**config.mk**
```make
export PLATFORM = sky130hd
export DESIGN_NAME = bbs_sweep
export DESIGN_NICKNAME = d
export VERILOG_FILES = /design/src/design/bbs_pkg.sv /design/src/design/bbs_sweep.sv
export VERILOG_INCLUDE_DIRS = /design/src /design/src/design
export SDC_FILE = /design/constraint.sdc
export NUM_CORES = 1
export LEC_CHECK = 0
export BUFFER_PORTS_ARGS = -buffer_cell sky130_fd_sc_hd__buf_4
export CAP_MARGIN = 10
export CORE_MARGIN = 2
export CORE_UTILIZATION = 40
export CTS_CLUSTER_SIZE = 10
export DETAILED_ROUTE_END_ITERATION = 7
export GPL_TIMING_DRIVEN = 0
export HOLD_SLACK_MARGIN = 0.06
export PLACE_DENSITY_LB_ADDON = 0.12
export SLEW_MARGIN = 25
export SYNTH_ARGS = -nofsm -noshare
export SYNTH_HDL_FRONTEND = slang
export SYNTH_SLANG_ARGS = --single-unit
```
**constraint.sdc**
```tcl
create_clock -name i_clk -period 9.4 [get_ports i_clk]
set_input_delay 0.47 -clock i_clk [delete_from_list [all_inputs] [get_ports i_clk]]
set_output_delay 0.47 -clock i_clk [all_outputs]
set_load 0.02 [all_outputs]
```
**src/design/assert_macros.svh**
```systemverilog
// Assertion macros shared by the sweep core RTL.
`ifndef ASSERT_MACROS_SVH
`define ASSERT_MACROS_SVH
`ifndef ASSERT_OFF
// Clocked check, masked while reset is held.
`define BBS_ASSERT(lbl, clk, rst_n, prop, msg) \
    lbl: assert property (@(posedge clk) disable iff (!rst_n) (prop)) \
        else $error(msg);
// Clocked check that also holds during reset.
`define BBS_ASSERT_ALWAYS(lbl, clk, prop, msg) \
    lbl: assert property (@(posedge clk) (prop)) \
        else $error(msg);
`else
`define BBS_ASSERT(lbl, clk, rst_n, prop, msg)
`define BBS_ASSERT_ALWAYS(lbl, clk, prop, msg)
`endif
`endif

```
**src/design/bbs_pkg.sv**
```systemverilog
// Shared types, constants and helpers of the backward sweep core.
package bbs_pkg;

    localparam int STATE_W  = 10;
    localparam int INPUT_W  = 4;
    localparam int STAGE_W  = 6;
    localparam int COST_W   = 32;
    localparam int NS_W     = STATE_W + 1;
    localparam int NU_W     = INPUT_W + 1;

    localparam int MAX_STATES = 2 ** STATE_W;
    localparam int MAX_INPUTS = 2 ** INPUT_W;
    localparam int MAX_STAGES = 2 ** STAGE_W;

    localparam int COST_ADDR_W  = STATE_W + 1;
    localparam int TRANS_ADDR_W = INPUT_W + STATE_W;
    localparam int POL_ADDR_W   = STAGE_W + STATE_W;

    localparam int IN_DATA_W  = 64;
    localparam int OUT_DATA_W = 48;
    localparam int CFG_DATA_W = NS_W;

    typedef logic [COST_W-1:0] t_cost;

    localparam t_cost COST_INF = '1;

    // Item kinds carried on the input tuser
    typedef enum logic [1:0] {
        KIND_TERM   = 2'd0,
        KIND_TRANS  = 2'd1,
        KIND_BACKUP = 2'd2,
        KIND_QUERY  = 2'd3
    } t_kind;

    // Configuration register indexes
    typedef enum logic {
        CFG_STATES = 1'b0,
        CFG_INPUTS = 1'b1
    } t_cfg_idx;

    typedef enum logic [2:0] {
        ST_CLEAR,
        ST_IDLE,
        ST_LOAD,
        ST_SWEEP,
        ST_QREAD,
        ST_QRESP,
        ST_RESP
    } t_state;

    typedef struct packed {
        t_kind                kind;
        logic [STATE_W-1:0]   state_idx;
        logic [INPUT_W-1:0]   input_idx;
        logic [STATE_W-1:0]   next_state;
        t_cost                cost;
        logic [STAGE_W-1:0]   stage;
    } t_item;

    typedef struct packed {
        logic [STATE_W-1:0] next;
        t_cost              cost;
    } t_trans;

    typedef struct packed {
        logic [STATE_W-1:0] next;
        logic [INPUT_W-1:0] inp;
    } t_policy;

    typedef struct packed {
        logic                   en;
        logic [COST_ADDR_W-1:0] addr;
        t_cost                  data;
    } t_cost_wr;

    typedef struct packed {
        logic                    en;
        logic [TRANS_ADDR_W-1:0] addr;
        t_trans                  data;
    } t_trans_wr;

    typedef struct packed {
        logic                  en;
        logic [POL_ADDR_W-1:0] addr;
        t_policy               data;
    } t_pol_wr;

    // Saturating cost add: infinity in, or a sum reaching all ones, gives infinity
    function automatic t_cost sat_add(input t_cost a, input t_cost b);
        logic [COST_W:0] sum;
        sum = {1'b0, a} + {1'b0, b};
        return (sum >= {1'b0, COST_INF}) ? COST_INF : sum[COST_W-1:0];
    endfunction

endpackage

```
**src/design/bbs_sweep.sv**
```systemverilog
// Backup stage sequencer: issues (state, input) reads and folds the minimum per state.
`include "assert_macros.svh"
module bbs_sweep
    import bbs_pkg::*;
(
    input  logic                    i_clk,
    input  logic                    i_rst_n,
    input  logic                    i_start,
    input  logic                    i_bank,
    input  logic [NS_W-1:0]         i_ns,
    input  logic [NU_W-1:0]         i_nu,
    input  logic [STAGE_W-1:0]      i_stage,
    input  logic                    i_stage_seen,
    input  t_trans                  i_trans_rd,
    input  t_cost                   i_cost_rd_a,
    input  t_cost                   i_cost_rd_b,
    output logic [TRANS_ADDR_W-1:0] o_trans_rd_addr,
    output logic [COST_ADDR_W-1:0]  o_cost_rd_addr_a,
    output logic [COST_ADDR_W-1:0]  o_cost_rd_addr_b,
    output t_cost_wr                o_cost_wr,
    output t_pol_wr                 o_pol_wr,
    output logic                    o_busy,
    output logic                    o_done
);

    typedef struct packed {
        logic [STATE_W-1:0] s;
        logic [INPUT_W-1:0] u;
        logic               first;
        logic               last;
        logic               skip;
        logic               beyond;
    } t_p1;

    typedef struct packed {
        logic [STATE_W-1:0] s;
        logic [INPUT_W-1:0] u;
        logic               first;
        logic               last;
        logic               beyond;
        logic               cand_ok;
        logic [STATE_W-1:0] nx;
        t_cost              tcost;
        t_cost              old_s;
    } t_p2;

    typedef struct packed {
        logic [STATE_W-1:0] s;
        logic [INPUT_W-1:0] u;
        logic               first;
        logic               last;
        logic               beyond;
        logic               cand_ok;
        logic [STATE_W-1:0] nx;
        t_cost              cand;
        t_cost              old_s;
    } t_p3;

    typedef struct packed {
        logic [STATE_W-1:0] s;
        logic               beyond;
        logic               found;
        t_cost              best;
        logic [STATE_W-1:0] bnext;
        logic [INPUT_W-1:0] binput;
        t_cost              old_s;
    } t_p4;

    // latched per backup
    logic               r_bank;
    logic [NS_W-1:0]    r_ns;
    logic [NU_W-1:0]    r_nu;
    logic [STAGE_W-1:0] r_stage;
    logic               r_seen;

    // issue counters
    logic               r_run;
    logic [STATE_W-1:0] r_s;
    logic [INPUT_W-1:0] r_u;

    logic r_p1_valid, r_p2_valid, r_p3_valid, r_p4_valid;
    t_p1  r_p1;
    t_p2  r_p2;
    t_p3  r_p3;
    t_p4  r_p4;

    // running minimum of the state in stage 3
    logic               r_found;
    t_cost              r_best;
    logic [STATE_W-1:0] r_bnext;
    logic [INPUT_W-1:0] r_binput;

    logic               w_beyond;
    logic               w_skip;
    logic               w_last;
    logic               w_cand_ok;
    t_cost              w_base_best;
    logic               w_base_found;
    logic [STATE_W-1:0] w_base_bnext;
    logic [INPUT_W-1:0] w_base_binput;
    logic               w_take;
    logic               n_found;
    t_cost              n_best;
    logic [STATE_W-1:0] n_bnext;
    logic [INPUT_W-1:0] n_binput;
    logic [NS_W-1:0]    w_ns_clamp;
    logic [NU_W-1:0]    w_nu_clamp;

    // register counts above the maximum saturate
    assign w_ns_clamp = (i_ns > NS_W'(MAX_STATES)) ? NS_W'(MAX_STATES) : i_ns;
    assign w_nu_clamp = (i_nu > NU_W'(MAX_INPUTS)) ? NU_W'(MAX_INPUTS) : i_nu;

    // issue stage: one (state, input) pair per cycle, one slot for a state with no inputs
    assign w_beyond = ({1'b0, r_s} >= r_ns);
    assign w_skip   = w_beyond || (r_nu == '0);
    assign w_last   = w_skip || ({1'b0, r_u} == (r_nu - NU_W'(1)));

    assign o_trans_rd_addr  = {r_u, r_s};
    assign o_cost_rd_addr_b = {r_bank, r_s};

    always_ff @(posedge i_clk) begin
        if (!i_rst_n) begin
            r_run <= 1'b0;
            r_s   <= '0;
            r_u   <= '0;
        end else if (i_start) begin
            r_run <= 1'b1;
            r_s   <= '0;
            r_u   <= '0;
        end else if (r_run) begin
            if (w_last) begin
                r_u <= '0;
                if (r_s == '1) begin
                    r_run <= 1'b0;
                end else begin
                    r_s <= r_s + STATE_W'(1);
                end
            end else begin
                r_u <= r_u + INPUT_W'(1);
            end
        end
    end

    always_ff @(posedge i_clk) begin
        if (i_start) begin
            r_bank  <= i_bank;
            r_ns    <= w_ns_clamp;
            r_nu    <= w_nu_clamp;
            r_stage <= i_stage;
            r_seen  <= i_stage_seen;
        end
    end

    // stage 1: transition entry and old cost of the state arrive
    assign w_cand_ok        = !r_p1.skip && ({1'b0, i_trans_rd.next} < r_ns);
    assign o_cost_rd_addr_a = {r_bank, i_trans_rd.next};

    // stage 3: strict less-than keeps the first input on ties
    always_comb begin
        w_base_best   = r_p3.first ? COST_INF : r_best;
        w_base_found  = r_p3.first ? 1'b0 : r_found;
        w_base_bnext  = r_p3.first ? '0 : r_bnext;
        w_base_binput = r_p3.first ? '0 : r_binput;
        w_take        = r_p3.cand_ok && (r_p3.cand < w_base_best);
        n_best        = w_take ? r_p3.cand : w_base_best;
        n_found       = w_take || w_base_found;
        n_bnext       = w_take ? r_p3.nx : w_base_bnext;
        n_binput      = w_take ? r_p3.u : w_base_binput;
    end

    // pipeline valid bits
    always_ff @(posedge i_clk) begin
        if (!i_rst_n) begin
            r_p1_valid <= 1'b0;
            r_p2_valid <= 1'b0;
            r_p3_valid <= 1'b0;
            r_p4_valid <= 1'b0;
        end else begin
            r_p1_valid <= r_run;
            r_p2_valid <= r_p1_valid;
            r_p3_valid <= r_p2_valid;
            r_p4_valid <= r_p3_valid && r_p3.last;
        end
    end

    // pipeline payload
    always_ff @(posedge i_clk) begin
        r_p1.s      <= r_s;
        r_p1.u      <= r_u;
        r_p1.first  <= (r_u == '0);
        r_p1.last   <= w_last;
        r_p1.skip   <= w_skip;
        r_p1.beyond <= w_beyond;

        r_p2.s       <= r_p1.s;
        r_p2.u       <= r_p1.u;
        r_p2.first   <= r_p1.first;
        r_p2.last    <= r_p1.last;
        r_p2.beyond  <= r_p1.beyond;
        r_p2.cand_ok <= w_cand_ok;
        r_p2.nx      <= i_trans_rd.next;
        r_p2.tcost   <= i_trans_rd.cost;
        r_p2.old_s   <= i_cost_rd_b;

        r_p3.s       <= r_p2.s;
        r_p3.u       <= r_p2.u;
        r_p3.first   <= r_p2.first;
        r_p3.last    <= r_p2.last;
        r_p3.beyond  <= r_p2.beyond;
        r_p3.cand_ok <= r_p2.cand_ok;
        r_p3.nx      <= r_p2.nx;
        r_p3.cand    <= sat_add(r_p2.tcost, i_cost_rd_a);
        r_p3.old_s   <= r_p2.old_s;

        if (r_p3_valid) begin
            r_best   <= n_best;
            r_found  <= n_found;
            r_bnext  <= n_bnext;
            r_binput <= n_binput;
        end

        r_p4.s      <= r_p3.s;
        r_p4.beyond <= r_p3.beyond;
        r_p4.found  <= n_found;
        r_p4.best   <= n_best;
        r_p4.bnext  <= n_bnext;
        r_p4.binput <= n_binput;
        r_p4.old_s  <= r_p3.old_s;
    end

    // write-back into the other bank; reads and writes never share a bank
    always_comb begin
        o_cost_wr.en   = r_p4_valid;
        o_cost_wr.addr = {~r_bank, r_p4.s};
        o_cost_wr.data = r_p4.found ? r_p4.best : r_p4.old_s;

        // states beyond use keep their entries, unless the stage was never written
        o_pol_wr.en          = r_p4_valid && (!r_p4.beyond || !r_seen);
        o_pol_wr.addr        = {r_stage, r_p4.s};
        o_pol_wr.data.next   = r_p4.found ? r_p4.bnext : '0;
        o_pol_wr.data.inp    = r_p4.found ? r_p4.binput : '0;
    end

    assign o_done = r_p4_valid && (r_p4.s == '1);
    assign o_busy = r_run || r_p1_valid || r_p2_valid || r_p3_valid || r_p4_valid;

    `BBS_ASSERT(a_wr_other_bank, i_clk, i_rst_n, o_cost_wr.en |-> (o_cost_wr.addr[COST_ADDR_W-1] != r_bank), "sweep writes the bank it reads")
    `BBS_ASSERT(a_start_idle, i_clk, i_rst_n, i_start |-> !o_busy, "backup started while sweep busy")
    `BBS_ASSERT(a_fold_same_state, i_clk, i_rst_n, (r_p3_valid && !r_p3.first) |-> ($past(r_p3_valid) && (r_p3.s == $past(r_p3.s))), "minimum folds across states")

endmodule

```
==> metrics.txt <==
outcome=finished clean; Iter 0 DRT Violations=382; Mapped Cells=1154; Global Route Usage Sum=17.1%; clock sink count=382; GPL Wtd Cong=0.857; utilization after layout=54.0%; total chip power=4.03 mW; Critical Path RT=9730 ps; Die Span X=189 microns; core area=33700 sq um; Ys Warns=0; f_max=0.255 GHz; via count of the first global-routing pass=9210; P per Cell Area=221 nW/um^2; leakage=8.08 nW; CTS Root Cell=clkbuf_16; Worst EP arrival=4250 ps; per-cell routed wire length=15.3 microns; antenna-violating nets left=0; Setup TNS=0 ps; die height=189 microns; worst slew pin tran=728 ps; share of cells above drive strength 1=26.2%; Area after DPL=16200 sq um; fin cells=1998; hold violation total from the final report=0; critical path class=reg -> reg; post-layout min period=3920 ps; largest net degree at the start of global routing=44; Die Area=35800 sq um; Initial Util=40.7%; placed instance count=1847; fin area=18200 sq um; Netlist cell types=56; Post-synth EDFFs=71; DRT Pass-1 Iters=4; H-tree Lvls=2; fraction of registers with async set/reset=0%; unrepaired setup endpoints after global routing=no; DP Wirelength=22.4 mm; post-CTS resize count=0; Final Max Slew Viols=0; sequential-to-total area share from yosys stat=60.9%; Final #Nets=1740; slew margin rel.=51.4%; CTS tree=done; most frequent cells in the layout=dfxtp_1, buf_4, ha_1, dlygate4sd3_1, edfxtp_1; commonest non-fill, non-tap cell in the layout=dfxtp_1; PortBufs=244; Main synth FF type=dfxtp_1; Boundary Pins=246; maximum vdd drop=0.143 mV; Total Wirelength=30.5 mm; Worst R2R Path Depth=14; Mapped Nets=1374; Clk Latency, worst-skew pair=540 ps; Yosys reg bits=382; Max Cap Viol=0; mean post-synth cell area=11.9 sq um; fin crit share=41.7%; Syn-to-layout area delta=32.6%; clk slew on worst S/H paths=60 ps; DR vias/cell=4.55; area of the mapped netlist=13700 sq um; DRC errors left=0; Final Setup Violations=0; CTS Buffer Depth=3; first-pass GRT wire length=48.1 mm; worst hold path type=in -> reg; CP Launch Type=flip-flop; clk_skew=16.1 ps; CP max FO=10; antenna violations before repair=2; TritonCTS buffer count=45; hold path cells=1; via count=9081; CP endpoint kind=flip-flop; Core Rows=67; total gr overflow=0
==> report_power, final <==
group | switching [mW] | internal (mW)
clock network | 0.616 | 0.924
logic | 0.336 | 0.305
registers | 0.0475 | 1.80
==> synthesized netlist by cell type, types with 3 or more instances <==
| cell | n | area [sq um] |
|---|---|---|
| buf_2 | 8 | 40.0 |
| nand3b_1 | 3 | 22.5 |
| buf_6 | 4 | 45.0 |
| ha_1 | 86 | 1080 |
| buf_4 | 44 | 330 |
| o21ai_0 | 30 | 150 |
| xnor2_1 | 28 | 245 |
| clkbuf_1 | 18 | 67.6 |
| a31oi_1 | 8 | 50.1 |
| a211oi_1 | 8 | 60.1 |
| mux2_2 | 46 | 518 |
| nor2_1 | 68 | 255 |
| mux2i_1 | 32 | 320 |
| and3_1 | 7 | 43.8 |
| a21o_1 | 27 | 203 |
| nand2_1 | 58 | 218 |
| nand4_1 | 13 | 81.3 |
| o21bai_1 | 7 | 52.6 |
| nor2b_1 | 31 | 194 |
| xor2_1 | 10 | 87.6 |
| nor3b_1 | 3 | 22.5 |
| dfxtp_1 | 311 | 6230 |
| nand3_1 | 18 | 90.1 |
| and2_1 | 18 | 113 |
| o21a_1 | 10 | 75.1 |
| nor3_1 | 17 | 85.1 |
| nand2b_1 | 10 | 62.6 |
| nor4_1 | 7 | 43.8 |
| inv_1 | 63 | 236 |
| a21oi_1 | 48 | 240 |
| o31ai_1 | 5 | 37.5 |
| o21ai_1 | 4 | 20.0 |
| edfxtp_1 | 71 | 2130 |
| or3_1 | 3 | 18.8 |
==> worst paths after layout <==
kind / startpoint / end / slack, ps
worst max-delay path: r_p3[77] / r_best[13] / 5480
worst min-delay path: i_ns[10] / r_ns[10] / 100
worst max register to register: r_p3[77] / r_best[13] / 5480
worst min register to register: r_p1[7] / r_p2[81] / 320
==> logic make-up (layout without fill, tap and decap cells) <==
family	Yosys count	count (layout)	share of synthesized area [%]
adder cells (fa/ha/maj)	87	87	7.98
AO/OA/AOI/OAI	167	167	7.81
other	0	2	0
flip-flops	382	382	60.9
buffers and inverters	139	533	5.29
AND/OR/NAND/NOR	263	263	9.52
multiplexers	78	78	6.10
XOR/XNOR	38	38	2.42
==> layout make-up <==
cell class,count,area (sq um)
Clock buffer,73,1280
Fill cell,2975,15500
Buffer,76,490
Inverter,63,236
Antenna cell,2,5.00
Multi-Input combinational cell,633,4650
Tap cell,448,561
Sequential cell,382,8360
Clock inverter,2,25.0
Timing Repair Buffer,319,2600
==> through the flow <==
| stage | setup slack [ps] | hold WS (ps) |
|---|---|---|
| 2_1_floorplan | 6370 | 310 |
| 4_1_cts | 5410 | 68.1 |
| 5_1_grt | 5180 | 89.7 |
| 6_report | 5480 | 99.7 |
| 3_3_place_gp | 5440 | 310 |
| 3_5_place_dp | 5440 | 312 |
==> sequential cells by signal, indices dropped and copies added (netlist names), 4 cells and up <==
name       flops
o_cost_wr     10
r_best        32
r_binput       4
r_bnext       10
r_ns          11
r_nu           5
r_p1          18
r_p2          92
r_p3          92
r_p4          80
r_s           10
r_stage        6
r_u            4
==> per-layer routing <==
metal  vias up  part of all wire, %  global-route usage, %
li1       4673                    -                      -
met5         -                    0                      0
met2       220                   46                   28.3
met1      4146                   45                   21.6
met4         0                  1.9                   5.22
met3        42                  6.8                   4.91
==> worst max-delay path, stage by stage, from the launching register on <==
cell      delay (ps)
dfxtp_1          350
clkbuf_1         500
buf_1            440
nor2_1           140
ha_1             320
a21o_1           180
a21oi_1          140
nor2b_1           50
o311ai_0         350
a21oi_1          130
a211oi_2         300
o21ai_1          130
buf_4            210
buf_6            170
mux2i_1          290
==> what timing repair did <==
action                                  4_1_cts  5_1_grt
endpoints found under the setup margin        0        0
endpoints found under the hold margin        74        0
setup buffers                                 0        0
hold buffers                                 74        0
Note: power is estimated with default switching activity, not from simulation.
